[src/design/jpdm_pkg.sv]
// Shared constants, types and arctangent step constants for the joystick polar drive mixer.
package jpdm_pkg;

  localparam int ANGLE_FRAC_BITS = 16;
  localparam int CORDIC_STAGES   = 16;
  localparam int STAGE_W         = (CORDIC_STAGES > 1) ? $clog2(CORDIC_STAGES) : 1;

  localparam int IN_W       = 8;
  localparam int OUT_W      = 9;
  localparam int WORK_SHIFT = 30;
  localparam int UV_W       = 41;
  localparam int ANG_W      = 32;
  localparam int Z_W        = ANG_W + 3;

  localparam int SQ_W        = 16;
  localparam int ISQRT_STEPS = 8;
  localparam int ISQRT_TOP   = 14;
  localparam int MAG_W       = 9;

  localparam int MOD_W  = ANGLE_FRAC_BITS + 2;
  localparam int PROD_W = MAG_W + 1 + MOD_W;
  localparam logic signed [MOD_W-1:0] MOD_ONE = MOD_W'(2 ** ANGLE_FRAC_BITS);

  localparam logic [63:0] HALF_PI_Q62 = 64'h6487_ED51_10B4_611A;

  typedef enum logic [1:0] {
    QUAD_0,
    QUAD_1,
    QUAD_2,
    QUAD_3
  } quad_t;

  typedef struct packed {
    logic signed [UV_W-1:0] u;
    logic signed [UV_W-1:0] v;
    logic signed [Z_W-1:0]  z;
    quad_t                  quad;
    logic                   origin;
    logic [SQ_W-1:0]        sq_rem;
    logic [SQ_W-1:0]        root;
  } cell_data_t;

  // Floor of two to the power e over d, by long division.
  function automatic logic [63:0] pow2_over(int e, logic [63:0] d);
    logic [63:0] rem;
    logic [63:0] quo;
    rem = '0;
    quo = '0;
    for (int n = 63; n >= 0; n--) begin
      rem = {rem[62:0], (n == e)};
      quo = {quo[62:0], 1'b0};
      if (rem >= d) begin
        rem = rem - d;
        quo[0] = 1'b1;
      end
    end
    return quo;
  endfunction

  // Arctangent of two to the power minus i, in units of a quarter turn scaled by 2^32.
  function automatic logic [ANG_W-1:0] atan_entry(int i);
    logic [63:0] r;
    logic [63:0] rem;
    logic [ANG_W-1:0] quo;
    int e;
    r   = '0;
    quo = '0;
    if (i == 0) begin
      return ANG_W'(64'h8000_0000);
    end
    for (int k = 0; k < 32; k++) begin
      e = 62 - i * (2 * k + 1);
      if (e >= 0) begin
        if (k % 2 == 1) begin
          r = r - pow2_over(e, 64'(2 * k + 1));
        end else begin
          r = r + pow2_over(e, 64'(2 * k + 1));
        end
      end
    end
    rem = r;
    for (int n = 0; n < ANG_W; n++) begin
      rem = {rem[62:0], 1'b0};
      quo = {quo[ANG_W-2:0], 1'b0};
      if (rem >= HALF_PI_Q62) begin
        rem = rem - HALF_PI_Q62;
        quo[0] = 1'b1;
      end
    end
    return quo;
  endfunction

endpackage

[src/design/jpdm_cell.sv]
// One link of the chain: a CORDIC vectoring step and, in the first links, one square-root step.
module jpdm_cell import jpdm_pkg::*; (
  input  logic               clk,
  input  logic               rst_n,
  input  logic [STAGE_W-1:0] idx,
  input  logic [ANG_W-1:0]   atan_step,
  input  logic               up_valid,
  output logic               up_ready,
  input  cell_data_t         up_data,
  output logic               dn_valid,
  input  logic               dn_ready,
  output cell_data_t         dn_data
);

  logic                   valid_r;
  cell_data_t             data_r;
  cell_data_t             data_nxt;
  logic signed [UV_W-1:0] du;
  logic signed [UV_W-1:0] dv;
  logic signed [Z_W-1:0]  dz;
  logic                   sq_act;
  logic [SQ_W-1:0]        sq_bit;
  logic [SQ_W:0]          trial;

  assign up_ready = !valid_r || dn_ready;
  assign dn_valid = valid_r;
  assign dn_data  = data_r;

  always_comb begin
    data_nxt = up_data;
    du = up_data.v >>> idx;
    dv = up_data.u >>> idx;
    dz = {{(Z_W-ANG_W){1'b0}}, atan_step};
    if (!up_data.v[UV_W-1]) begin
      data_nxt.u = up_data.u + du;
      data_nxt.v = up_data.v - dv;
      data_nxt.z = up_data.z + dz;
    end else begin
      data_nxt.u = up_data.u - du;
      data_nxt.v = up_data.v + dv;
      data_nxt.z = up_data.z - dz;
    end
    sq_act = int'(idx) < ISQRT_STEPS;
    sq_bit = sq_act ? (SQ_W'(1) << (ISQRT_TOP - 2 * int'(idx))) : '0;
    trial  = {1'b0, up_data.root} + {1'b0, sq_bit};
    if (sq_act) begin
      if ({1'b0, up_data.sq_rem} >= trial) begin
        data_nxt.sq_rem = up_data.sq_rem - trial[SQ_W-1:0];
        data_nxt.root   = (up_data.root >> 1) + sq_bit;
      end else begin
        data_nxt.root   = up_data.root >> 1;
      end
    end
  end

  always_ff @(posedge clk) begin
    if (!rst_n) begin
      valid_r <= 1'b0;
    end else if (up_ready) begin
      valid_r <= up_valid;
    end
  end

  always_ff @(posedge clk) begin
    if (up_valid && up_ready) begin
      data_r <= data_nxt;
    end
  end

endmodule

[config.mk]
export PLATFORM = sky130hd
export DESIGN_NAME = jpdm_cell
export DESIGN_NICKNAME = d
export VERILOG_FILES = /design/src/design/jpdm_pkg.sv /design/src/design/jpdm_cell.sv
export SDC_FILE = /design/constraint.sdc
export NUM_CORES = 1
export LEC_CHECK = 0
export BUFFER_PORTS_ARGS = -buffer_cell sky130_fd_sc_hd__buf_2
export CAP_MARGIN = 0
export CELL_PAD_IN_SITES_DETAIL_PLACEMENT = 0
export CELL_PAD_IN_SITES_GLOBAL_PLACEMENT = 1
export CORE_ASPECT_RATIO = 0.8
export CORE_MARGIN = 1
export CORE_UTILIZATION = 40
export CTS_BUF_LIST = sky130_fd_sc_hd__clkbuf_8 sky130_fd_sc_hd__clkbuf_16
export CTS_CLUSTER_DIAMETER = 120
export DETAILED_ROUTE_END_ITERATION = 8
export GPL_ROUTABILITY_DRIVEN = 0
export GPL_TIMING_DRIVEN = 0
export HOLD_SLACK_MARGIN = 0.15
export PLACE_DENSITY_LB_ADDON = 0.3
export SYNTH_ARGS = -nofsm -noshare
export SYNTH_HDL_FRONTEND = slang
export SYNTH_SLANG_ARGS = --single-unit
export TNS_END_PERCENT = 30
[constraint.sdc]
create_clock -name clk -period 6.7 [get_ports clk]
set_clock_uncertainty 0.1 [all_clocks]
set_input_delay 1.34 -clock clk [delete_from_list [all_inputs] [get_ports clk]]
set_output_delay 1.34 -clock clk [all_outputs]
set_load 0.05 [all_outputs]
==> impl_results.md <==
* Outcome: complete, no violations
* First-pass GRT wire length at 109 mm
* Die area at 49300 um^2
* Vias per cell at 6.11
* CTS max path bufs at 2
* DP HPWL at 59.2 mm
* Tightest Pin Transition at 1.12 ns
* Worst endpoint data arrival time at 6.70 ns
* CORE AREA at 47300 um^2
* Multi-input gate area at 14500 um^2
* Largest net degree at the start of global routing at 71
* Initial cell density of the core at 40.9%
* Sequential share of the synthesized area at 23.7%
* Yosys cell types at 98
* Hold-fix buffers at CTS at 0
* Final Hold Viols at 0
* Starting DRC count in detailed routing at 1823
* Share of layout cells above drive strength 1 at 27.3%
* Start point of the critical path: idx[0]
* Placed standard-cell area at 21900 um^2
* Num ports at 346
* R2R Setup Slk at 4.65 ns
* Reg2Reg Launch Point: dn_valid
* Post-synth top area share at 23.6%
* Worst setup path endpoint: dn_data[110]
* Cells after Synth at 2167
* Placed cells at 3132
* Top FF cell, synth: edfxtp_1
* DRT antenna net count at 0
* Worst Setup Start Kind: input port
* Total nets after synthesis at 2508
* Layout fillers at 4513
* Required time worst endpoint at 6.82 ns
* DR DRC count at 0
* WS Path Type: input port to flip-flop
* R2R Path End: dn_data[144]
* Initial antenna violation count at 5
* H-tree depth at 4
* Setup violators final at 0
* Commonest non-fill, non-tap cell in the layout: buf_2
* Maxcap violations at 0
* Congestion Overflow GR at 0
* TritonCTS clock tree: yes
* End-of-flow core utilization at 49.8%
* Commonest cells after routing, fill and taps aside: buf_2, a21oi_1, nand2_1, xnor2_1, nor2_1
* Tcrit/Tclk final at 98.2%
* Slew margin rel. at 24.5%
* Pre-antenna DRT Iters at 7
* VDD IR max at 0.000211 V
* P_leak at 0.00974 uW
* Fin nets at 2900
* Design area at 23600 um^2
* Post-synthesis instance area at 19300 um^2
* Hold WC Path Type: flip-flop to flip-flop
* FF-to-FF path depth at 4
* CTS Buf Count at 17
* Final Slew Violations at 0
* Power per cell area at 232 nW/um^2
* Worst-Skew Late Latency at 0.48 ns
* Clock-pin slew on the worst setup and hold paths at 0.07 ns
* Reg area at 4580 um^2
* Vias in the first global route at 18100
* Min Hold Slack at 0.435 ns
* Fmax at 152 MHz
* Synth area leaders: edfxtp_1, ha_1, xnor2_1
* I/O Buffers at 343
* Clock root buffer: clkbuf_16
* Die span in x at 248 um
* Ys async rst share at 0%
* Unrepaired setup endpoints after global routing: true
* Finished Layout Cells at 3197
* Via count at 19500
* Final min period at 6.58 ns
* Row count at 71
* Wire per inst at 23.3 um
* Area added between synthesis and finish at 21.8%
* Post-synth EDFFs at 152
* Die height at 199 um
* Total track usage at 29.6%
* CP endpoint kind: flip-flop
* DRT Wirelength at 74.6 mm
* Syn avg cell area at 8.93 um^2
* Yosys Warn Count at 0
* Synth Register Bits at 153
* # clock sinks at 153
* Synth area leader: edfxtp_1
* Maximum fanout along the worst path at 10
-- final cells by class --
type,count,area share [%]
multi-input cells,1840,61.7
flip-flops and latches,153,19.5
repair buffers,378,8.56
plain buffers,91,3.36
well taps,620,3.29
clock buffers,17,1.81
inverters,78,1.28
clock inverters,15,0.536
diodes,5,0.0531
-- synthesized netlist by cell type (all sizes together), types with 8 or more instances --
library cell / instances
a211oi: 18
a21o: 57
a21oi: 215
a31oi: 43
and2: 17
and3: 13
buf: 43
clkbuf: 53
edfxtp: 152
ha: 145
inv: 77
mux2: 51
mux2i: 75
mux4: 72
nand2: 185
nand2b: 25
nand3: 47
nand4: 12
nor2: 163
nor2b: 34
nor3: 49
nor4: 16
o211ai: 15
o21a: 19
o21ai: 138
o21bai: 20
o221ai: 8
o22ai: 14
o31ai: 12
or2: 13
or3: 10
xnor2: 166
xor2: 74
-- state kept, by name, summed over array words and instances, names as in the netlist --
register  count
dn_data     152
dn_valid      1
-- kinds of logic after synthesis --
kind of cell             count (synthesis)  share of synthesized area (%)
AO/OA/AOI/OAI                          637                           20.5
XOR/XNOR                               240                           10.9
adder cells (fa/ha/maj)                153                           10.0
buffers and inverters                  174                           4.04
flip-flops                             153                           23.7
multiplexers                           198                           15.5
AND/OR/NAND/NOR                        612                           15.4
-- routing by layer --
metal | track usage (%) | up-vias | part of all wire, %
met4 | 10.0 | 0 | 2.6
met5 | 0 | - | 0
li1 | - | 8962 | -
met3 | 8.63 | 108 | 11
met2 | 42.3 | 1077 | 42
met1 | 42.3 | 9393 | 44
-- where the power goes --
part           leakage, uW  switching, uW  internal, uW  total (uW)
Combinational      0.00799           2050          1090        3140
Sequential         0.00148           47.9          1340        1380
Clock             0.000271            431           508         939
Total              0.00974           2530          2930        5460
-- worst min path at each step --
stage,from,cells after the start,end
floorplan,dn_valid,2,dn_valid
global placement,dn_valid,2,dn_valid
detailed placement,dn_valid,2,dn_valid
CTS,dn_valid,2,dn_valid
global route,dn_valid,2,dn_valid
finish,dn_valid,2,dn_valid
-- worst max-delay path, stage by stage --
cell,delay (ns)
buf_6,0.14
buf_12,0.16
buf_12,0.16
buf_12,0.16
buf_12,0.16
mux4_2,0.53
mux2_2,0.33
mux2_2,0.34
nor3_4,0.21
nand2_2,0.12
or2_4,0.32
nor3_4,0.19
a21oi_1,0.12
xor2_1,0.21
ha_2,0.35
a21o_1,0.17
a21o_1,0.17
a21o_1,0.19
a211o_1,0.29
a21o_1,0.18
a31o_2,0.26
a221o_1,0.32
a21oi_2,0.17
xnor2_1,0.09
-- through the flow --
step                      total power [uW]  TNS [ns]  setup slack (ns)
after floorplan                       3600   -0.0152           -0.0152
after global placement                4310   -243.28             -2.76
after detailed placement              4330   -158.00             -2.83
after CTS                             5370   -0.0408           -0.0395
after global routing                  5760    -0.129           -0.0504
final                                 5460         0             0.118
-- timing repair --
action,4_1_cts,5_1_grt
buffers inserted,11,21
pin swaps,17,35
endpoints found under the setup margin,97,58
cloned,1,0
resized for setup,131,117
Note: power is estimated with default switching activity, not from simulation.
