File: src/design/jpdm_pkg.sv
// Shared constants, types and arctangent step constants for the joystick polar drive mixer.
package jpdm_pkg;

  localparam int ANGLE_FRAC_BITS = 16;
  localparam int CORDIC_STAGES   = 16;
  localparam int STAGE_W         = (CORDIC_STAGES > 1) ? $clog2(CORDIC_STAGES) : 1;

  localparam int IN_W       = 8;
  localparam int OUT_W      = 9;
  localparam int WORK_SHIFT = 30;
  localparam int UV_W       = 41;
  localparam int ANG_W      = 32;
  localparam int Z_W        = ANG_W + 3;

  localparam int SQ_W        = 16;
  localparam int ISQRT_STEPS = 8;
  localparam int ISQRT_TOP   = 14;
  localparam int MAG_W       = 9;

  localparam int MOD_W  = ANGLE_FRAC_BITS + 2;
  localparam int PROD_W = MAG_W + 1 + MOD_W;
  localparam logic signed [MOD_W-1:0] MOD_ONE = MOD_W'(2 ** ANGLE_FRAC_BITS);

  localparam logic [63:0] HALF_PI_Q62 = 64'h6487_ED51_10B4_611A;

  typedef enum logic [1:0] {
    QUAD_0,
    QUAD_1,
    QUAD_2,
    QUAD_3
  } quad_t;

  typedef struct packed {
    logic signed [UV_W-1:0] u;
    logic signed [UV_W-1:0] v;
    logic signed [Z_W-1:0]  z;
    quad_t                  quad;
    logic                   origin;
    logic [SQ_W-1:0]        sq_rem;
    logic [SQ_W-1:0]        root;
  } cell_data_t;

  // Floor of two to the power e over d, by long division.
  function automatic logic [63:0] pow2_over(int e, logic [63:0] d);
    logic [63:0] rem;
    logic [63:0] quo;
    rem = '0;
    quo = '0;
    for (int n = 63; n >= 0; n--) begin
      rem = {rem[62:0], (n == e)};
      quo = {quo[62:0], 1'b0};
      if (rem >= d) begin
        rem = rem - d;
        quo[0] = 1'b1;
      end
    end
    return quo;
  endfunction

  // Arctangent of two to the power minus i, in units of a quarter turn scaled by 2^32.
  function automatic logic [ANG_W-1:0] atan_entry(int i);
    logic [63:0] r;
    logic [63:0] rem;
    logic [ANG_W-1:0] quo;
    int e;
    r   = '0;
    quo = '0;
    if (i == 0) begin
      return ANG_W'(64'h8000_0000);
    end
    for (int k = 0; k < 32; k++) begin
      e = 62 - i * (2 * k + 1);
      if (e >= 0) begin
        if (k % 2 == 1) begin
          r = r - pow2_over(e, 64'(2 * k + 1));
        end else begin
          r = r + pow2_over(e, 64'(2 * k + 1));
        end
      end
    end
    rem = r;
    for (int n = 0; n < ANG_W; n++) begin
      rem = {rem[62:0], 1'b0};
      quo = {quo[ANG_W-2:0], 1'b0};
      if (rem >= HALF_PI_Q62) begin
        rem = rem - HALF_PI_Q62;
        quo[0] = 1'b1;
      end
    end
    return quo;
  endfunction

endpackage

File: src/design/jpdm_mix.sv
// Output stage: angle fraction, motor modifiers, scaling and the result register.
module jpdm_mix import jpdm_pkg::*; (
  input  logic                    clk,
  input  logic                    rst_n,
  input  logic                    up_valid,
  output logic                    up_ready,
  input  cell_data_t              up_data,
  output logic                    dn_valid,
  input  logic                    dn_ready,
  output logic signed [OUT_W-1:0] left_speed,
  output logic signed [OUT_W-1:0] right_speed
);

  logic                          valid_r;
  logic signed [OUT_W-1:0]       left_r;
  logic signed [OUT_W-1:0]       right_r;
  logic signed [OUT_W-1:0]       left_nxt;
  logic signed [OUT_W-1:0]       right_nxt;
  logic [ANG_W-1:0]              z_clamp;
  logic [ANGLE_FRAC_BITS-1:0]    frac;
  logic signed [MOD_W-1:0]       frac2;
  logic signed [MOD_W-1:0]       left_mod;
  logic signed [MOD_W-1:0]       right_mod;
  logic signed [MAG_W:0]         mag;
  logic signed [PROD_W-1:0]      left_prod;
  logic signed [PROD_W-1:0]      right_prod;

  function automatic logic signed [OUT_W-1:0] scale_trunc(logic signed [PROD_W-1:0] p);
    logic signed [PROD_W-1:0] mag_p;
    logic signed [PROD_W-1:0] res;
    if (p[PROD_W-1]) begin
      mag_p = -p;
      res   = -(mag_p >>> ANGLE_FRAC_BITS);
    end else begin
      res   = p >>> ANGLE_FRAC_BITS;
    end
    return res[OUT_W-1:0];
  endfunction

  assign up_ready    = !valid_r || dn_ready;
  assign dn_valid    = valid_r;
  assign left_speed  = left_r;
  assign right_speed = right_r;

  always_comb begin
    if (up_data.z[Z_W-1]) begin
      z_clamp = '0;
    end else if (up_data.z[Z_W-2:ANG_W] != '0) begin
      z_clamp = '1;
    end else begin
      z_clamp = up_data.z[ANG_W-1:0];
    end
    frac  = up_data.origin ? '0 : z_clamp[ANG_W-1 -: ANGLE_FRAC_BITS];
    frac2 = {1'b0, frac, 1'b0};
    case (up_data.quad)
      QUAD_0: begin
        left_mod  = MOD_ONE;
        right_mod = frac2 - MOD_ONE;
      end
      QUAD_1: begin
        left_mod  = MOD_ONE - frac2;
        right_mod = MOD_ONE;
      end
      QUAD_2: begin
        left_mod  = -MOD_ONE;
        right_mod = MOD_ONE - frac2;
      end
      default: begin
        left_mod  = frac2 - MOD_ONE;
        right_mod = -MOD_ONE;
      end
    endcase
    mag        = {1'b0, up_data.root[MAG_W-1:0]};
    left_prod  = mag * left_mod;
    right_prod = mag * right_mod;
    left_nxt   = scale_trunc(left_prod);
    right_nxt  = scale_trunc(right_prod);
  end

  always_ff @(posedge clk) begin
    if (!rst_n) begin
      valid_r <= 1'b0;
    end else if (up_ready) begin
      valid_r <= up_valid;
    end
  end

  always_ff @(posedge clk) begin
    if (up_valid && up_ready) begin
      left_r  <= left_nxt;
      right_r <= right_nxt;
    end
  end

endmodule

File: config.mk
export PLATFORM = sky130hd
export DESIGN_NAME = jpdm_mix
export DESIGN_NICKNAME = d
export VERILOG_FILES = /design/src/design/jpdm_pkg.sv /design/src/design/jpdm_mix.sv
export SDC_FILE = /design/constraint.sdc
export NUM_CORES = 1
export LEC_CHECK = 0
export ABC_AREA = 1
export BUFFER_PORTS_ARGS = -buffer_cell sky130_fd_sc_hd__buf_4
export CAP_MARGIN = 10
export CORE_MARGIN = 3
export CORE_UTILIZATION = 35
export CTS_CLUSTER_SIZE = 28
export DETAILED_ROUTE_END_ITERATION = 16
export PLACE_DENSITY_LB_ADDON = 0.05
export SLEW_MARGIN = 0
export SYNTH_ARGS = -nofsm -noshare
export SYNTH_HDL_FRONTEND = slang
export SYNTH_SLANG_ARGS = --single-unit
File: constraint.sdc
create_clock -name clk -period 8.5 [get_ports clk]
set_input_delay 2.125 -clock clk [delete_from_list [all_inputs] [get_ports clk]]
set_output_delay 2.125 -clock clk [all_outputs]
set_load 0.03 [all_outputs]
==> results of run 1 <==
[worst paths after layout]
check	to	slack [ns]	depth (start not counted)
worst max-delay path	left_speed[4]	-0.18	48
worst min-delay path	dn_valid	0.53	2
worst max register to register	right_speed[3]	6.97	1
worst min register to register	dn_valid	0.53	2
[sequential cells by signal, indices dropped and copies added, names as in the netlist]
register / cells
dn_valid: 1
left_speed: 9
right_speed: 9
[synth_stat cells, drive strengths merged]
cell type / number / area share (%)
and2: 3 / 0.13
nand3: 94 / 3.7
xor2: 12 / 0.73
nand4: 29 / 1.4
nand3b: 11 / 0.57
xnor2: 16 / 0.97
a21boi: 1 / 0.052
o31ai: 2 / 0.20
or2: 2 / 0.087
a31oi: 1 / 0.043
edfxtp: 18 / 3.7
fa: 258 / 36
a21o: 2 / 0.10
clkinv: 4 / 0.10
buf: 7 / 0.33
nor4: 1 / 0.15
o21a: 1 / 0.052
o21ai: 54 / 2.0
nor3: 11 / 0.42
nand2: 584 / 16
ha: 121 / 10
nor2: 255 / 7.5
clkbuf: 29 / 0.75
inv: 493 / 13
and3: 2 / 0.087
a21oi: 56 / 2.0
dfxtp: 1 / 0.14
o21bai: 2 / 0.10
[worst max-delay path: cells and delay by family]
kind / cells / cell delay, ns
fa+ha+maj: 8 / 3.01
simple gates: 22 / 1.92
buf+inv: 15 / 1.19
compound gates: 3 / 0.41
[routing by layer]
metal | wire length, um | GRT usage [%] | up-vias | part of all wire (%)
met2 | 20300 | 33.1 | 186 | 48
met3 | 1100 | 1.17 | 38 | 2.6
li1 | - | - | 7103 | -
met1 | 20600 | 27.9 | 6808 | 48
met4 | 563 | 3.30 | 0 | 1.3
met5 | 0 | 0 | - | 0
[cell type report]
cell class | count | area share (%)
clock buffers | 4 | 0.374
inverters | 497 | 9.09
multi-input cells | 1519 | 65.8
flip-flops and latches | 19 | 2.66
well taps | 525 | 3.12
repair buffers | 499 | 19.0
[through the flow]
stage | util [%] | cells | TNS, ns | hold slack, ns
final | 52.3 | 3063 | -1.90 | 0.531
after global routing | 52.3 | 3063 | -8.00 | 0.585
after CTS | 49.0 | 3019 | -1.69 | 0.536
after detailed placement | 46.0 | 2976 | -14.35 | 0.529
after global placement | 46.0 | 2976 | -13.68 | 0.509
after floorplan | - | 2070 | -0.0771 | 0.861
[timing repair]
item                       in CTS  in global routing
pin swaps                     149                163
buffers inserted               37                 46
setup endpoints to repair      18                 18
cloned                          2                  0
gates resized for setup       230                275
[cell families (layout without fill, tap and decap cells)]
logic type | after synthesis | count (layout) | share of synthesized area [%]
compound gates | 119 | 119 | 4.60
xor+xnor | 28 | 28 | 1.70
fa+ha+maj | 379 | 379 | 46.2
buf+inv | 533 | 1000 | 14.0
flops | 19 | 19 | 3.88
simple gates | 992 | 993 | 29.6
==> metrics.yaml, run 1 <==
cells_and_area:
  antenna-diode-count: 0
  final_area_um2: 21100
  layout-drive-gt1-share_pct: 39.7
  nets: 3074
  mostFrequentLayoutCell: "buf_4"
  multi_input_area_um2: 13900
  regArea_um2: 561
  syn2layout_area_growth_pct: 45.8
  fillCellCount: 4055
  final_cell_mix: "456 x buf_4, 411 x inv_1, 400 x nand2_1"
timing:
  fin_crit_ns: 8.68
  tightest_slew_ns: 1.10
  setup_slack_ns: -0.184
  max_freq_mhz: 115
  finalHoldViolations: 0
  drv_slew: 0
  fin_worst_skew_ns: 0.000857
  setup_viol: 18
  timing.slew.headroom_pct: 26.9
  timing.final.crit_share_pct: 102
  grt_setup_unrepaired: "true"
drt:
  routedWlPerCell_um: 13.9
  drc: 0
  via_per_inst: 4.61
  drt_iter0_markers: 608
  final_antenna_net_count: 0
  dr.pass1.iters: 5
  wirelength_um: 42600
  vias: 14100
worst_hold_path:
  hold_class: "reg2reg"
  min-delay-start: "dn_valid"
die:
  io_pins: 176
  start_util_pct: 35.9
  die_w_um: 209
  core_area_um2: 40300
  rows: 73
  dieArea_um2: 43700
  die_h_um: 209
yosys:
  ys_seq_area_share_pct: 3.88
  syn_inst: 2070
  synth.cell_area_um2: 14400
  yosysUniqueCellTypes: 46
  syn_area_per_cell_um2: 6.98
  ys_ff_latch: 19
  yosys_warnings: 0
  syn_nets: 2605
clock_tree:
  cts_inserted_buffers: 3
  cts_sinks: 19
  clkSlewWorstSetupHoldPaths_ns: 0.06
  clk_latency_ns: 0.26
  cts_hold_buf: 0
  cts_root_buffer: "clkbuf_16"
  ctsHtreeMaxLevel: 1
  cts_buffer_depth: 2
  cts_tree: "yes"
setup_path:
  critPathSlowestCell: "fa_1"
  crit_path_end_kind: "flip-flop"
  cpMostUsedCell: "nand2_1"
  critPathMaxStageDelay_ns: 0.53
  cp_max_fo: 5
  rr_startpoint: "dn_valid"
  worstPathArrival_ns: 8.69
  crit_type: "in2reg"
  required_ns: 8.51
  startpoint_type: "input port"
  worstSetupStartpoint: "up_data[68]"
grt:
  overflow: 0
  grt_pass1_vias: 14200
  grt_max_degree: 35
  antenna_found_initial: 0
  grt_first_pass_wirelength_um: 70300
  grt_usage_pct: 19.5
placed_design:
  dp_slack_ns: -0.876
  gp_congestion: 0.913
  hpwl_um: 36400
  placed_cell_area_um2: 18500
  port_buffers: 54
run_status:
  violations: "setup timing"
  status: "complete, but fails checks"
run:
  cap_violations: 0
Power of run 1 is not shown: default switching activity piles up to over one toggle a cycle in this logic, so the estimate is an artifact.
==> inputs of run 2 (changes only) <==
- CELL_PAD_IN_SITES_DETAIL_PLACEMENT: not set -> 1
- CELL_PAD_IN_SITES_GLOBAL_PLACEMENT: not set -> 1
- CTS_BUF_LIST: not set -> sky130_fd_sc_hd__clkbuf_16
==> metrics.yaml, run 2 (synthesis gave the netlist of run 1 again) <==
run_status:
  status: "complete, but fails checks"  # unchanged
  violations: "setup timing"  # unchanged
cells_and_area:
  antenna-diode-count: 0  # unchanged
  final_util_pct: 51.8  # was 52.3%
  mostFrequentLayoutCell: "buf_4"  # unchanged
  syn2layout_area_growth_pct: 44.6  # was 45.8%
  final_cell_mix: "449 x buf_4, 429 x inv_1, 398 x nand2_1"  # was 456 x buf_4, 411 x inv_1, 400 x nand2_1
  final_area_um2: 20900  # was 21,100 um2
  layout-drive-gt1-share_pct: 38.7  # was 39.7%
  nets: 3067  # was 3,074
placed_design:
  gp_congestion: 0.857  # was 0.913
  placed_cell_area_um2: 18500  # about the same
  dp_slack_ns: -1.10  # was -0.876 ns
  hpwl_um: 41200  # was 36,400 um
  port_buffers: 54  # unchanged
timing:
  drv_slew: 0  # unchanged
  setup_viol: 18  # unchanged
  fin_crit_ns: 8.84  # was 8.68 ns
  setup_slack_ns: -0.341  # was -0.184 ns
  grt_setup_unrepaired: "true"  # unchanged
  finalHoldViolations: 0  # unchanged
  fin_worst_skew_ns: 0.00143  # was 0.000857 ns
  max_freq_mhz: 113  # was 115 MHz
  tightest_slew_ns: 1.09  # was 1.10 ns
  timing.slew.headroom_pct: 27.5  # was 26.9%
  timing.final.crit_share_pct: 104  # was 102%
setup_path:
  startpoint_type: "input port"  # unchanged
  critPathSlowestCell: "fa_1"  # unchanged
  crit_path_end_kind: "flip-flop"  # unchanged
  crit_type: "in2reg"  # unchanged
  cpMostUsedCell: "nand2_2"  # was nand2_1
  rrSetupSlack_ns: 6.96  # was 6.97 ns
  critPathMaxStageDelay_ns: 0.54  # was 0.53 ns
  cp_max_fo: 5  # unchanged
  worstPathArrival_ns: 8.85  # was 8.69 ns
  required_ns: 8.51  # about the same
die:
  io_pins: 176  # unchanged
  rows: 73  # unchanged
  core_area_um2: 40300  # unchanged
  die_w_um: 209  # unchanged
  start_util_pct: 35.9  # unchanged
  dieArea_um2: 43700  # unchanged
  die_h_um: 209  # unchanged
grt:
  overflow: 0  # unchanged
  antenna_found_initial: 0  # unchanged
  grt_first_pass_wirelength_um: 81200  # was 70,300 um
  grt_usage_pct: 22.6  # was 19.5%
  grt_pass1_vias: 16200  # was 14,200
  grt_max_degree: 27  # was 35
clock_tree:
  clkSlewWorstSetupHoldPaths_ns: 0.06  # about the same
  cts_tree: "yes"  # unchanged
  cts_buffer_depth: 2  # unchanged
  clk_latency_ns: 0.26  # about the same
  cts_sinks: 19  # unchanged
  ctsHtreeMaxLevel: 1  # unchanged
  cts_inserted_buffers: 3  # unchanged
  cts_root_buffer: "clkbuf_16"  # unchanged
  cts_hold_buf: 0  # unchanged
drt:
  routedWlPerCell_um: 16.1  # was 13.9 um
  vias: 14600  # was 14,100
  final_antenna_net_count: 0  # unchanged
  drc: 0  # unchanged
  via_per_inst: 4.76  # was 4.61
  wirelength_um: 49100  # was 42,600 um
  dr.pass1.iters: 4  # was 5
  drt_iter0_markers: 528  # was 608
run:
  cap_violations: 0  # unchanged
worst_hold_path:
  hold_class: "reg2reg"  # unchanged
-- run 2: cell types whose count changed in the layout (fill, tap and decap cells not counted), moves of 6 or more --
cell     delta
inv_1      +18
inv_2      -17
buf_4       -7
nand2_2     +7
nor2_1      +6
-- run 2: critical path: cells and delay by family --
kind / cells / cell delay, ns
adders and majority gates: 7 / 3.02
xor gates and xnor gates: 1 / 0.22
buffers and inverters: 11 / 0.90
and+or+nand+nor: 21 / 2.09
AOI/OAI and AO/OA: 3 / 0.49
-- run 2: worst paths after layout --
path,depth (start not counted),start,end
hold / removal,2,dn_valid,dn_valid
hold reg to reg,2,dn_valid,dn_valid
setup / recovery,43,up_data[67],right_speed[6]
setup reg to reg,1,dn_valid,right_speed[0]
-- run 2: repair_timing --
item                                    CTS  global route
pin swaps                               165            87
gates cloned                              2             0
setup buffers                            48            27
gates resized for setup                 275           200
endpoints found under the setup margin   18            18
-- run 2: layout make-up --
cell class | count | area [um2]
timing repair buffer | 492 | 3920
clock inverter | 1 | 5.00
clock buffer | 3 | 75.1
inverter | 497 | 1910
sequential | 19 | 561
multi-input combinational | 1519 | 13800
fill | 5047 | 19400
tap | 525 | 657
-- run 2: layer usage --
| layer | global-route usage [%] | routed length [um] |
|---|---|---|
| met2 | 40.2 | 24300 |
| met3 | 2.01 | 1560 |
| met1 | 30.7 | 22700 |
| met5 | 0 | 0 |
| met4 | 3.26 | 534 |
-- run 2: per-stage QoR --
step | TNS, ns | hold slack, ns | cells
6_report | -4.43 | 0.558 | 3056
3_3_place_gp | -14.10 | 0.509 | 2979
2_1_floorplan | -0.0771 | 0.861 | 2070
3_5_place_dp | -16.89 | 0.536 | 2979
4_1_cts | -4.01 | 0.564 | 3031
5_1_grt | -10.92 | 0.622 | 3056
Power of run 2 is left out for the same reason.
