===== src/design/jpdm_pkg.sv =====
// Shared constants, types and arctangent step constants for the joystick polar drive mixer.
package jpdm_pkg;

  localparam int ANGLE_FRAC_BITS = 16;
  localparam int CORDIC_STAGES   = 16;
  localparam int STAGE_W         = (CORDIC_STAGES > 1) ? $clog2(CORDIC_STAGES) : 1;

  localparam int IN_W       = 8;
  localparam int OUT_W      = 9;
  localparam int WORK_SHIFT = 30;
  localparam int UV_W       = 41;
  localparam int ANG_W      = 32;
  localparam int Z_W        = ANG_W + 3;

  localparam int SQ_W        = 16;
  localparam int ISQRT_STEPS = 8;
  localparam int ISQRT_TOP   = 14;
  localparam int MAG_W       = 9;

  localparam int MOD_W  = ANGLE_FRAC_BITS + 2;
  localparam int PROD_W = MAG_W + 1 + MOD_W;
  localparam logic signed [MOD_W-1:0] MOD_ONE = MOD_W'(2 ** ANGLE_FRAC_BITS);

  localparam logic [63:0] HALF_PI_Q62 = 64'h6487_ED51_10B4_611A;

  typedef enum logic [1:0] {
    QUAD_0,
    QUAD_1,
    QUAD_2,
    QUAD_3
  } quad_t;

  typedef struct packed {
    logic signed [UV_W-1:0] u;
    logic signed [UV_W-1:0] v;
    logic signed [Z_W-1:0]  z;
    quad_t                  quad;
    logic                   origin;
    logic [SQ_W-1:0]        sq_rem;
    logic [SQ_W-1:0]        root;
  } cell_data_t;

  // Floor of two to the power e over d, by long division.
  function automatic logic [63:0] pow2_over(int e, logic [63:0] d);
    logic [63:0] rem;
    logic [63:0] quo;
    rem = '0;
    quo = '0;
    for (int n = 63; n >= 0; n--) begin
      rem = {rem[62:0], (n == e)};
      quo = {quo[62:0], 1'b0};
      if (rem >= d) begin
        rem = rem - d;
        quo[0] = 1'b1;
      end
    end
    return quo;
  endfunction

  // Arctangent of two to the power minus i, in units of a quarter turn scaled by 2^32.
  function automatic logic [ANG_W-1:0] atan_entry(int i);
    logic [63:0] r;
    logic [63:0] rem;
    logic [ANG_W-1:0] quo;
    int e;
    r   = '0;
    quo = '0;
    if (i == 0) begin
      return ANG_W'(64'h8000_0000);
    end
    for (int k = 0; k < 32; k++) begin
      e = 62 - i * (2 * k + 1);
      if (e >= 0) begin
        if (k % 2 == 1) begin
          r = r - pow2_over(e, 64'(2 * k + 1));
        end else begin
          r = r + pow2_over(e, 64'(2 * k + 1));
        end
      end
    end
    rem = r;
    for (int n = 0; n < ANG_W; n++) begin
      rem = {rem[62:0], 1'b0};
      quo = {quo[ANG_W-2:0], 1'b0};
      if (rem >= HALF_PI_Q62) begin
        rem = rem - HALF_PI_Q62;
        quo[0] = 1'b1;
      end
    end
    return quo;
  endfunction

endpackage


===== src/design/jpdm_prep.sv =====
// Input stage: quadrant fold, CORDIC seed vector and sum of squares.
module jpdm_prep import jpdm_pkg::*; (
  input  logic                   clk,
  input  logic                   rst_n,
  input  logic                   up_valid,
  output logic                   up_ready,
  input  logic signed [IN_W-1:0] joy_x,
  input  logic signed [IN_W-1:0] joy_y,
  output logic                   dn_valid,
  input  logic                   dn_ready,
  output cell_data_t             dn_data
);

  logic                   valid_r;
  cell_data_t             data_r;
  cell_data_t             data_nxt;
  logic signed [IN_W:0]   x_e;
  logic signed [IN_W:0]   y_e;
  logic signed [IN_W:0]   u_s;
  logic signed [IN_W:0]   v_s;
  logic signed [2*IN_W-1:0] xx;
  logic signed [2*IN_W-1:0] yy;

  assign up_ready = !valid_r || dn_ready;
  assign dn_valid = valid_r;
  assign dn_data  = data_r;

  always_comb begin
    x_e = {joy_x[IN_W-1], joy_x};
    y_e = {joy_y[IN_W-1], joy_y};
    xx  = joy_x * joy_x;
    yy  = joy_y * joy_y;
    data_nxt.origin = (joy_x == '0) && (joy_y == '0);
    if (data_nxt.origin) begin
      data_nxt.quad = QUAD_0;
      u_s = '0;
      v_s = '0;
    end else if (joy_x > 0 && joy_y >= 0) begin
      data_nxt.quad = QUAD_0;
      u_s = x_e;
      v_s = y_e;
    end else if (joy_x <= 0 && joy_y > 0) begin
      data_nxt.quad = QUAD_1;
      u_s = y_e;
      v_s = -x_e;
    end else if (joy_x < 0 && joy_y <= 0) begin
      data_nxt.quad = QUAD_2;
      u_s = -x_e;
      v_s = -y_e;
    end else begin
      data_nxt.quad = QUAD_3;
      u_s = -y_e;
      v_s = x_e;
    end
    data_nxt.u = {{(UV_W-IN_W-1-WORK_SHIFT){u_s[IN_W]}}, u_s, {WORK_SHIFT{1'b0}}};
    data_nxt.v = {{(UV_W-IN_W-1-WORK_SHIFT){v_s[IN_W]}}, v_s, {WORK_SHIFT{1'b0}}};
    data_nxt.z = '0;
    data_nxt.sq_rem = SQ_W'(xx) + SQ_W'(yy);
    data_nxt.root   = '0;
  end

  always_ff @(posedge clk) begin
    if (!rst_n) begin
      valid_r <= 1'b0;
    end else if (up_ready) begin
      valid_r <= up_valid;
    end
  end

  always_ff @(posedge clk) begin
    if (up_valid && up_ready) begin
      data_r <= data_nxt;
    end
  end

endmodule


===== config.mk =====
export PLATFORM = sky130hd
export DESIGN_NAME = jpdm_prep
export DESIGN_NICKNAME = d
export VERILOG_FILES = /design/src/design/jpdm_pkg.sv /design/src/design/jpdm_prep.sv
export SDC_FILE = /design/constraint.sdc
export NUM_CORES = 1
export LEC_CHECK = 0
export ABC_AREA = 1
export BUFFER_PORTS_ARGS = -buffer_cell sky130_fd_sc_hd__buf_2
export CAP_MARGIN = 20
export CORE_MARGIN = 4
export CORE_UTILIZATION = 54
export DETAILED_ROUTE_END_ITERATION = 10
export PLACE_DENSITY = 0.81
export SYNTH_ARGS = -nofsm -noshare
export SYNTH_HDL_FRONTEND = slang
export SYNTH_SLANG_ARGS = --single-unit
export TNS_END_PERCENT = 5

===== constraint.sdc =====
create_clock -name clk -period 7.8 [get_ports clk]
set_input_delay 0.78 -clock clk [delete_from_list [all_inputs] [get_ports clk]]
set_output_delay 0.78 -clock clk [all_outputs]
set_load 0.02 [all_outputs]

==> results of run 1 <==
[sequential cells by signal (all words and copies together), names as in the netlist]
name	cells
dn_data	37
dn_valid	1
[cell families (layout without fill, tap and decap cells)]
| logic type | count (synthesis) | count (layout) |
|---|---|---|
| XOR/XNOR | 27 | 27 |
| AO/OA/AOI/OAI | 73 | 73 |
| buffers and inverters | 348 | 284 |
| other | 1 | 111 |
| adder cells (fa/ha/maj) | 176 | 176 |
| flip-flops | 38 | 38 |
| AND/OR/NAND/NOR | 231 | 231 |
[worst max-delay path, cell delays in order]
cell	delay, ns
buf_2	0.28
nand2_1	0.20
inv_1	0.32
fa_1	0.47
inv_1	0.09
fa_1	0.45
fa_1	0.54
fa_1	0.55
inv_1	0.05
fa_1	0.52
inv_1	0.05
fa_1	0.52
inv_1	0.04
ha_1	0.36
inv_1	0.10
nor3_1	0.26
nand3_1	0.11
nand3_1	0.12
inv_1	0.05
nand2_1	0.05
nand2_1	0.04
[power by group through the flow]
stage | combinational (W) | clock [W] | sequential [W]
final | 0.00299 | 0.000278 | 0.000437
after global routing | 0.00340 | 0.000291 | 0.000440
after CTS | 0.00297 | 0.000280 | 0.000439
after detailed placement | 0.00293 | 0 | 0.000443
after global placement | 0.00284 | 0 | 0.000442
after floorplan | 0.00232 | 0 | 0.000504
[cells in the mapped netlist, types with 3 or more instances]
cell,count
buf_4,115
buf_6,4
o21ai_1,5
o22ai_1,4
edfxtp_1,37
ha_1,62
nor2_1,35
a21oi_1,21
nor2_4,3
nand2_1,150
o21bai_1,4
clkbuf_1,4
inv_1,197
o211ai_1,4
fa_1,114
a211oi_1,3
xnor2_1,7
o21ai_0,23
buf_2,12
inv_2,12
o2111ai_1,3
nor3_1,3
xor2_1,20
a31oi_1,5
nand3_1,24
[through the flow]
step | instance area [um^2] | power (W)
floorplan | 8080 | 0.00282
global placement | 7650 | 0.00328
detailed placement | 7650 | 0.00337
CTS | 7850 | 0.00369
global route | 7870 | 0.00413
finish | 7870 | 0.00371
[final cells by class]
cell class / instances / area, um^2
clock buffer: 6 / 139
clock inverter: 2 / 60.1
fill: 1245 / 6010
inverter: 213 / 813
multi-input combinational: 618 / 5170
sequential: 38 / 1130
tap: 180 / 225
timing repair buffer: 63 / 338
[metal layers]
metal | vias to the layer above | GRT usage | share of wire | wire, um
met5 | - | 0 | 0 | 0
met4 | 0 | 0.0669 | 0.025 | 378
met3 | 30 | 0.0276 | 0.085 | 1280
met2 | 258 | 0.323 | 0.51 | 7740
met1 | 2651 | 0.254 | 0.38 | 5690
li1 | 2552 | - | - | -
[how the worst min path moves through the flow]
stage | from | endpoint | slack (ns) | depth (start not counted)
finish | dn_valid | dn_valid | 0.55 | 2
global route | dn_valid | dn_valid | 0.61 | 2
CTS | dn_valid | dn_valid | 0.55 | 2
detailed placement | dn_valid | dn_valid | 0.54 | 2
global placement | dn_valid | dn_valid | 0.53 | 2
floorplan | dn_valid | dn_valid | 0.73 | 2
==> key figures, run 1 <==
Worst setup path
  • Startpoint types: primary input
  • CP endpoint: dn_data[31]
  • CP Class: in -> reg
  • Max FO, Critical Path: 16
  • Req. time, crit path: ~7.9 ns
  • Critical R2R Capture: dn_data[24]
  • Arr. time, crit path: ~6 ns
  • Critical Path Sink Type: register
  • Reg2reg start: dn_valid
  • R2R depth: 2
  • Reg2reg setup slack: ~6.5 ns
  • Crit path launch: joy_y[7]

Timing
  • Final Hold Vio Count: 0
  • Setup TNS: 0 ns
  • Tmin final: a little under 6 ns
  • Slew margin rel.: 0.484
  • Fmax: roughly 170 MHz
  • Tightest Pin Transition: 0.771 ns
  • Hold WS: 0.549 ns
  • Setup WS post-layout: around 1.9 ns
  • Slew Viols, Final: 0
  • Unrepaired setup endpoints after global routing: no
  • Worst Clk Skew: between 0.01 and 0.015 ns
  • Final Setup Violations: 0
  • Tcrit/Tclk final: 0.759

Placement
  • Dpl ws: 1.57 ns
  • I/O Buffers: between 60 and 70
  • GPL Wtd Cong: between 0.9 and 1
  • Cells after DPL: 1111
  • Detailed Place HPWL: between 10000 and 15000 um

Floorplan
  • Row count: between 40 and 50
  • Die outline height: 127 um
  • Die W: ~130 um
  • Core Region: around 14000 um^2
  • Starting Density: 0.553
  • # IOs: around 170
  • Area of the die: 16200 um^2

Yosys
  • Synth warn: 0
  • Cell Area, Synth: 7670 um^2
  • Adder-cell share of the synthesized area: 0.399
  • Syn_area_per_cell: around 8.6 um^2
  • Number of synthesized flops with an enable pin: 37
  • Synth cell types: 43
  • Synth Flop Type: edfxtp_1
  • Main combinational cell family by area after synthesis: adder cells
  • Synth top area share: 0.298
  • Top cell type by total area after synthesis: fa_1
  • Synth Instances: ~900
  • Area contributors post-synth: fa_1, edfxtp_1, buf_4
  • Sequential fraction of the synthesis area: 0.147
  • Xor/xnor share of the synthesized area: 0.0308
  • Flops & latches, synth: 38
  • Simple-gate share of the synthesized area: 0.134
  • Ys async rst share: 0
  • Compound-gate portion of the synthesized area: 0.0545
  • Proportion of synthesized area in mux cells: 0

Layout
  • Non-Filler Instances: around 1100
  • Leading cell type in the layout, fill and taps excluded: inv_1
  • Fin nets: between 1000 and 1500
  • Area Overhead vs Synth: 2.64%
  • Final core utilization: 0.567
  • # diodes: 0
  • Commonest non-fill, non-tap cells in the layout: inv_1, nand2_1, fa_1
  • Fraction of layout cells with a size suffix above 1: 0.111

Drt
  • 1st-pass router iterations: 4
  • Post-Route WL: 15100 um
  • Vias after detailed routing: 5491
  • Vias per cell: 4.90
  • Initial DRC Count: about 360
  • Routed Antenna Nets: 0
  • WL/cell: between 10 and 15 um
  • DRC: 0

Clock network
  • CTS Buffer Depth: 2
  • H-tree level count: 2
  • CTS sink count: 38
  • Post-CTS Hold Buffers: 0
  • Worst-Skew Late Latency: roughly 0.30 ns
  • Setup Buffers After CTS: 0
  • CTS buffer count: 5
  • Post_cts resized: 0
  • Root buffer cell: clkbuf_16
  • Clock transition at path regs: around 0.07 ns
  • CTS tree: yes

Global route
  • First-pass GRT wire length: roughly 25000 um
  • GRT Overall Usage: 0.191
  • Vias in the first global route: 5397
  • Global route overflow: 0
  • Largest net degree at the start of global routing: 38
  • Initial antenna violation count: 0

Power and ir drop
  • Clock Power Share: 0.075
  • Seq pwr share: 0.118
  • Psw: roughly 0.002 W
  • LEAKAGE: around 4.3 nW
  • Internal power: ~0.0018 W
  • Combinational power share: 0.807
  • Worst IR Drop VDD: approximately 0.52 mV
  • Pwr dens: approximately 470 nW/um^2
  • Net Sw Frac: 0.524

Run
  • Maxcap violations: 0

Outcome
  • Status: finished, final reports clean

Worst hold path
  • Hold WC Path Type: reg -> reg
(Power assumes the default switching activity.)
==> inputs of run 2 (changes only) <==
--- a/config.mk
+++ b/config.mk
@@ -9,9 +9,9 @@
 export BUFFER_PORTS_ARGS = -buffer_cell sky130_fd_sc_hd__buf_2
 export CAP_MARGIN = 20
 export CORE_MARGIN = 4
-export CORE_UTILIZATION = 54
+export CORE_UTILIZATION = 51
 export DETAILED_ROUTE_END_ITERATION = 10
-export PLACE_DENSITY = 0.81
+export PLACE_DENSITY = 0.8
 export SYNTH_ARGS = -nofsm -noshare
 export SYNTH_HDL_FRONTEND = slang
 export SYNTH_SLANG_ARGS = --single-unit
==> constraint.sdc (replaced) <==
create_clock -name clk -period 4.9 [get_ports clk]
set_input_delay 0.49 -clock clk [delete_from_list [all_inputs] [get_ports clk]]
set_output_delay 0.49 -clock clk [all_outputs]
set_load 0.02 [all_outputs]
==> run 2 against run 1 <==
  * Final area rose by 13%
  * The run now ends with negative setup slack left
  * Global-route usage grew 0.49 points
  * Largest cell class unchanged
  * Sequential cell count unchanged
  * Clock skew decreased by 0.0058 ns
==> key figures, run 2 (synthesis results as in run 1) <==
Global route
  • GRT Overall Usage: 0.196 (was 0.191)
  • Initial antenna violation count: 0 (unchanged)
  • First-pass GRT wire length: 26600 um (was 25200 um)
  • Global route overflow: 0 (unchanged)
  • Largest net degree at the start of global routing: 38 (unchanged)
  • Vias in the first global route: 5811 (was 5397)

Layout
  • Leading cell type in the layout, fill and taps excluded: inv_1 (unchanged)
  • Fin nets: 1233 (was 1135)
  • Final core utilization: 0.607 (was 0.567)
  • Commonest non-fill, non-tap cells in the layout: inv_1, nand2_1, conb_1 (was inv_1, nand2_1, fa_1)
  • Area Overhead vs Synth: 15.9% (was 2.64%)
  • Fraction of layout cells with a size suffix above 1: 0.248 (was 0.111)
  • Max FFs per register: 37 (unchanged)
  • Finished Cell Area: 8890 um^2 (was 7870 um^2)
  • # diodes: 0 (unchanged)
  • Non-Filler Instances: 1222 (was 1120)

Floorplan
  • Core Region: 14600 um^2 (was 13900 um^2)
  • Die W: 131 um (was 127 um)
  • Die outline height: 131 um (was 127 um)
  • Starting Density: 0.524 (was 0.553)
  • # IOs: 174 (unchanged)
  • Row count: 44 (was 43)
  • Area of the die: 17100 um^2 (was 16200 um^2)

Clock network
  • Setup Buffers After CTS: 0 (unchanged)
  • H-tree level count: 2 (unchanged)
  • CTS sink count: 38 (unchanged)
  • Clock transition at path regs: 0.05 ns (was 0.07 ns)
  • CTS tree: yes (unchanged)
  • Worst-Skew Late Latency: 0.29 ns (was 0.30 ns)
  • CTS Buffer Depth: 2 (unchanged)
  • CTS buffer count: 5 (unchanged)
  • Post-CTS Hold Buffers: 0 (unchanged)
  • Root buffer cell: clkbuf_16 (unchanged)

Placement
  • Dpl ws: -0.529 ns (was 1.57 ns)
  • Cells after DPL: 1213 (was 1111)
  • Detailed Place HPWL: 14300 um (was 12600 um)
  • I/O Buffers: 62 (unchanged)
  • GPL Wtd Cong: 0.965 (was 0.927)
  • Post-placement cell area: 8560 um^2 (was 7650 um^2)

Worst setup path
  • Req. time, crit path: 4.94 ns (was 7.86 ns)
  • Startpoint types: primary input (unchanged)
  • Critical R2R Capture: dn_data[29] (was dn_data[24])
  • Reg2reg start: dn_valid (unchanged)
  • CP Class: in -> reg (unchanged)
  • Critical Path Sink Type: register (unchanged)
  • CP max-delay cell: fa_2 (was fa_1)
  • Reg2reg setup slack: 3.52 ns (was 6.45 ns)
  • Arr. time, crit path: 5.03 ns (was 5.98 ns)
  • Max FO, Critical Path: 8 (was 16)
  • R2R depth: 2 (unchanged)
  • Largest stage delay, worst path: 0.60 ns (was 0.55 ns)
  • Worst path most repeated cell: fa_1 (was inv_1)
  • Crit path cell chain: buf_2 -> buf_12 -> nand2_8 -> inv_1 -> fa_2 -> inv_2 -> fa_1 -> inv_2 -> fa_2 -> fa_1 -> fa_1 -> inv_1 -> fa_1 -> inv_2 -> ha_4 -> nand2_4 -> nor3_4 -> nand3_2 -> nand3_2 -> inv_1 -> nand2_1 -> nand2_1 (was buf_2 -> nand2_1 -> inv_1 -> fa_1 -> inv_1 -> fa_1 -> fa_1 -> fa_1 -> inv_1 -> fa_1 -> inv_1 -> fa_1 -> inv_1 -> ha_1 -> inv_1 -> nor3_1 -> nand3_1 -> nand3_1 -> inv_1 -> nand2_1 -> nand2_1)

Worst hold path
  • Hold WC Path Type: in -> reg (was reg -> reg)
  • HP Start: rst_n (was dn_valid)
  • Worst Hold End: dn_valid (unchanged)
  • Hold Path Cell Cnt: 2 (unchanged)

Drt
  • 1st-pass router iterations: 5 (was 4)
  • Vias after detailed routing: 5871 (was 5491)
  • Routed Antenna Nets: 0 (unchanged)
  • DRC: 0 (unchanged)
  • WL/cell: 13.8 um (was 13.5 um)
  • Post-Route WL: 16800 um (was 15100 um)
  • Initial DRC Count: 394 (was 355)
  • Vias per cell: 4.80 (was 4.90)

Timing
  • Fmax: between 200 and 250 MHz
  • Slew margin rel.: 0.628 (was 0.484)
  • Tcrit/Tclk final: 1.02
  • Final Hold Vio Count: 0 (unchanged)
  • Setup WS post-layout: -0.0885 ns (was 1.88 ns)
  • Unrepaired setup endpoints after global routing: yes (was no)
  • Worst Clk Skew: 0.00560 ns (was 0.0114 ns)
  • Slew Viols, Final: 0 (unchanged)
  • Final Setup Violations: 5 (was 0)
  • Tightest Pin Transition: 0.557 ns (was 0.771 ns)
  • Tmin final: roughly 5.0 ns

Run
  • Maxcap violations: 0 (unchanged)

Outcome
  • Failing checks: negative setup slack
  • Status: complete, but fails checks (was finished, final reports clean)
run 2: layer usage:
metal	track usage	wire length, um
met1	0.253	6500
met2	0.349	8890
met3	0.0220	1140
met4	0.0563	312
met5	0	0
run 2: repair_timing:
action,4_1_cts,5_1_grt
cloned,0,0
setup endpoints to repair,9,9
pin swaps,10,7
gates resized for setup,17,18
run 2: worst max path at each step:
stage / startpoint / endpoint / depth (start not counted)
floorplan: joy_x[7] / dn_data[31] / 21
global placement: joy_x[7] / dn_data[30] / 20
detailed placement: joy_y[7] / dn_data[31] / 18
CTS: joy_x[7] / dn_data[31] / 22
global route: joy_x[7] / dn_data[31] / 20
finish: joy_x[7] / dn_data[31] / 22
run 2: layout make-up:
type	count	area, um^2
clock buffers	7	143
clock inverters	1	30.0
fillers	1227	5750
inverters	213	821
multi-input cells	618	5440
flip-flops and latches	38	1130
well taps	184	230
repair buffers	161	1100
run 2: worst max-delay path, delay by kind of cell:
| family | cells | cell delay [ns] |
|---|---|---|
| adders and majority gates | 7 | 3.35 |
| buffers and inverters | 8 | 0.59 |
| and+or+nand+nor | 7 | 0.58 |
run 2: per-stage QoR:
step                      hold slack, ns  setup TNS [ns]
final                              0.453          -0.256
after global routing               0.458           -1.77
after CTS                          0.454          -0.458
after detailed placement           0.543           -3.89
after global placement             0.530           -2.88
after floorplan                    0.644          -0.369
Power of run 2 is not shown: default switching activity piles up to over one toggle a cycle in this logic, so the estimate is an artifact.
==> inputs of run 3 (changes only) <==
--- a/config.mk
+++ b/config.mk
@@ -5,7 +5,6 @@
 export SDC_FILE = /design/constraint.sdc
 export NUM_CORES = 1
 export LEC_CHECK = 0
-export ABC_AREA = 1
 export BUFFER_PORTS_ARGS = -buffer_cell sky130_fd_sc_hd__buf_2
 export CAP_MARGIN = 20
 export CORE_MARGIN = 4
==> run 3 against run 2 <==
  * Via count is 6.2% lower
  * Synthesized cell count fell by 14%
  * The run still ends with negative setup slack left
  * Area after synthesis decreased by 4.6%
  * Critical path type unchanged
  * Non-clock buffer count grew 19
  * Die area is 4.3% lower
  * First-iteration DRC count increased by 28%
  * Critical endpoint is now dn_data[29]
  * Maximum frequency down 3.3%
==> key figures, run 3 <==
Layout
  • Fraction of layout cells with a size suffix above 1: 0.280 (was 0.248)
  • Area Overhead vs Synth: 20.0% (was 15.9%)
  • Fillers: 1115 (was 1227)
  • Leading cell type in the layout, fill and taps excluded: inv_1 (unchanged)
  • Finished Cell Area: 8780 um^2 (was 8890 um^2)
  • Commonest non-fill, non-tap cells in the layout: inv_1, buf_4, conb_1 (was inv_1, nand2_1, conb_1)
  • Max FFs per register: 37 (unchanged)
  • # diodes: 0 (unchanged)
  • Fin nets: 1121 (was 1233)

Worst setup path
  • Max FO, Critical Path: 5 (was 8)
  • Largest stage delay, worst path: 0.60 ns (about the same)
  • CP Class: in -> reg (unchanged)
  • Bufs and invs on worst path: 6 (was 8)
  • Crit path max-delay family: adder cells (unchanged)
  • Critical Path Sink Type: register (unchanged)
  • Arr. time, crit path: 5.26 ns (was 5.03 ns)
  • Worst path most repeated cell: fa_1 (unchanged)
  • Crit path cell chain: buf_8 -> inv_8 -> nor2_4 -> buf_4 -> buf_4 -> fa_1 -> fa_1 -> inv_2 -> fa_1 -> fa_1 -> fa_1 -> fa_1 -> inv_2 -> ha_4 -> nand4_1 -> nor2b_2 -> o31a_1 -> o21a_1 -> o311ai_2 (was buf_2 -> buf_12 -> nand2_8 -> inv_1 -> fa_2 -> inv_2 -> fa_1 -> inv_2 -> fa_2 -> fa_1 -> fa_1 -> inv_1 -> fa_1 -> inv_2 -> ha_4 -> nand2_4 -> nor3_4 -> nand3_2 -> nand3_2 -> inv_1 -> nand2_1 -> nand2_1)
  • Startpoint types: primary input (unchanged)
  • Reg2reg setup slack: 3.38 ns (was 3.52 ns)
  • CP max-delay cell: fa_1 (was fa_2)
  • Req. time, crit path: 5.01 ns (was 4.94 ns)

Yosys
  • Synth Flop Type: edfxtp_1 (unchanged)
  • Flops & latches, synth: 38 (unchanged)
  • Syn_area_per_cell: 9.56 um^2 (was 8.58 um^2)
  • Sequential fraction of the synthesis area: 0.154 (was 0.147)
  • Synth Instances: 766 (was 894)
  • Synth cell types: 64 (was 43)
  • Cell Area, Synth: 7320 um^2 (was 7670 um^2)
  • Ys async rst share: 0 (unchanged)
  • Most frequent cell after synthesis: inv_1 (unchanged)
  • Area contributors post-synth: fa_1, edfxtp_1, buf_4 (unchanged)
  • Synth top area share: 0.312 (was 0.298)
  • Number of synthesized flops with an enable pin: 37 (unchanged)
  • Most instantiated cells after synthesis: inv_1, buf_4, fa_1, ha_1 (was inv_1, nand2_1, buf_4, fa_1, ha_1)
  • Top cell type by total area after synthesis: fa_1 (unchanged)
  • Synth warn: 0 (unchanged)

Clock network
  • Worst-Skew Late Latency: 0.29 ns (about the same)
  • CTS tree: yes (unchanged)
  • H-tree level count: 2 (unchanged)
  • Post-CTS Hold Buffers: 0 (unchanged)
  • CTS buffer count: 5 (unchanged)
  • CTS Buffer Depth: 2 (unchanged)
  • Root buffer cell: clkbuf_16 (unchanged)
  • Clock transition at path regs: 0.06 ns (was 0.05 ns)
  • CTS sink count: 38 (unchanged)

Worst hold path
  • Hold WC Path Type: in -> reg (unchanged)

Global route
  • Global route overflow: 0 (unchanged)
  • Initial antenna violation count: 0 (unchanged)
  • First-pass GRT wire length: 26700 um (was 26600 um)
  • Largest net degree at the start of global routing: 38 (unchanged)
  • GRT Overall Usage: 0.202 (was 0.196)
  • Vias in the first global route: 5731 (was 5811)

Drt
  • DRC: 0 (unchanged)
  • WL/cell: 14.7 um (was 13.8 um)
  • Vias per cell: 4.98 (was 4.80)
  • Initial DRC Count: 506 (was 394)
  • Post-Route WL: 16300 um (was 16800 um)
  • Routed Antenna Nets: 0 (unchanged)
  • Vias after detailed routing: 5507 (was 5871)
  • 1st-pass router iterations: 5 (unchanged)

Placement
  • Post-placement cell area: 8270 um^2 (was 8560 um^2)
  • Detailed Place HPWL: 13300 um (was 14300 um)
  • GPL Wtd Cong: 0.908 (was 0.965)
  • Dpl ws: -0.709 ns (was -0.529 ns)
  • I/O Buffers: 62 (unchanged)

Run
  • Maxcap violations: 0 (unchanged)

Timing
  • Slew margin rel.: 0.427 (was 0.628)
  • Unrepaired setup endpoints after global routing: yes (unchanged)
  • Setup TNS: -0.922 ns (was -0.256 ns)
  • Worst Clk Skew: 0.00483 ns (was 0.00560 ns)
  • Slew Viols, Final: 0 (unchanged)
  • Tcrit/Tclk final: 1.05 (was 1.02)
  • Setup WS post-layout: -0.258 ns (was -0.0885 ns)
  • Tightest Pin Transition: 0.859 ns (was 0.557 ns)
  • Hold WS: 0.453 ns (about the same)
  • Final Hold Vio Count: 0 (unchanged)
  • Fmax: 194 MHz (was 200 MHz)
  • Final Setup Violations: 6 (was 5)
  • Tmin final: 5.16 ns (was 4.99 ns)

Floorplan
  • Starting Density: 0.523 (was 0.524)
  • Die W: 128 um (was 131 um)
  • Row count: 43 (was 44)
  • Die outline height: 128 um (was 131 um)
  • Core Region: 14000 um^2 (was 14600 um^2)
  • Area of the die: 16300 um^2 (was 17100 um^2)
  • # IOs: 174 (unchanged)

Outcome
  • Failing checks: negative setup slack (unchanged)
  • Status: complete, but fails checks (unchanged)
[run 3: changes by cell type after synthesis, sizes merged, moves of 13 or more]
cell	before	now
xor2	20	5
clkbuf	4	20
buf	131	118
inv	211	140
o21ai	28	14
xnor2	7	26
nand2	154	45
nand3	27	7
[run 3: final cells by class]
type / instances / area [um^2] / share of cell area
well taps: 180 / 225 / 0.0256
inverters: 143 / 572 / 0.0651
clock inverters: 3 / 68.8 / 0.00783
multi-input cells: 557 / 5370 / 0.611
flip-flops and latches: 38 / 1130 / 0.129
clock buffers: 5 / 125 / 0.0142
repair buffers: 180 / 1290 / 0.147
[run 3: what timing repair did]
item | 4_1_cts | 5_1_grt
pin swaps | 27 | 23
resized for setup | 28 | 46
buffers inserted | 7 | 5
setup endpoints to repair | 6 | 7
[run 3: final timing paths]
| check | start | end | cells after the start |
|---|---|---|---|
| setup / recovery | joy_x[2] | dn_data[29] | 19 |
| hold / removal | rst_n | dn_valid | 2 |
| setup reg to reg | dn_valid | dn_data[31] | 2 |
| hold reg to reg | dn_valid | dn_valid | 2 |
[run 3: per-stage QoR]
stage               cells  utilization
global placement     1086        0.591
global route         1106        0.628
detailed placement   1086        0.591
CTS                  1101        0.614
finish               1106        0.628
floorplan             876            -
[run 3: layer usage]
| layer | vias up | track usage | wire, um |
|---|---|---|---|
| met5 | - | 0 | 0 |
| met1 | 2744 | 0.248 | 5980 |
| met2 | 208 | 0.374 | 8840 |
| li1 | 2524 | - | - |
| met4 | 0 | 0.0474 | 331 |
| met3 | 31 | 0.0254 | 1140 |
[run 3: cell families (layout without fill, tap and decap cells)]
family          after synthesis  count (layout)  synth area share
simple gates                146             146            0.0942
compound gates               91              91            0.0880
buf+inv                     281             331             0.204
flops                        38              38             0.154
fa+ha+maj                   176             176             0.418
xor+xnor                     32              32            0.0402
other cells                   1             111          0.000512
mux                           1               1           0.00137
Power of run 3 is left out for the same reason.
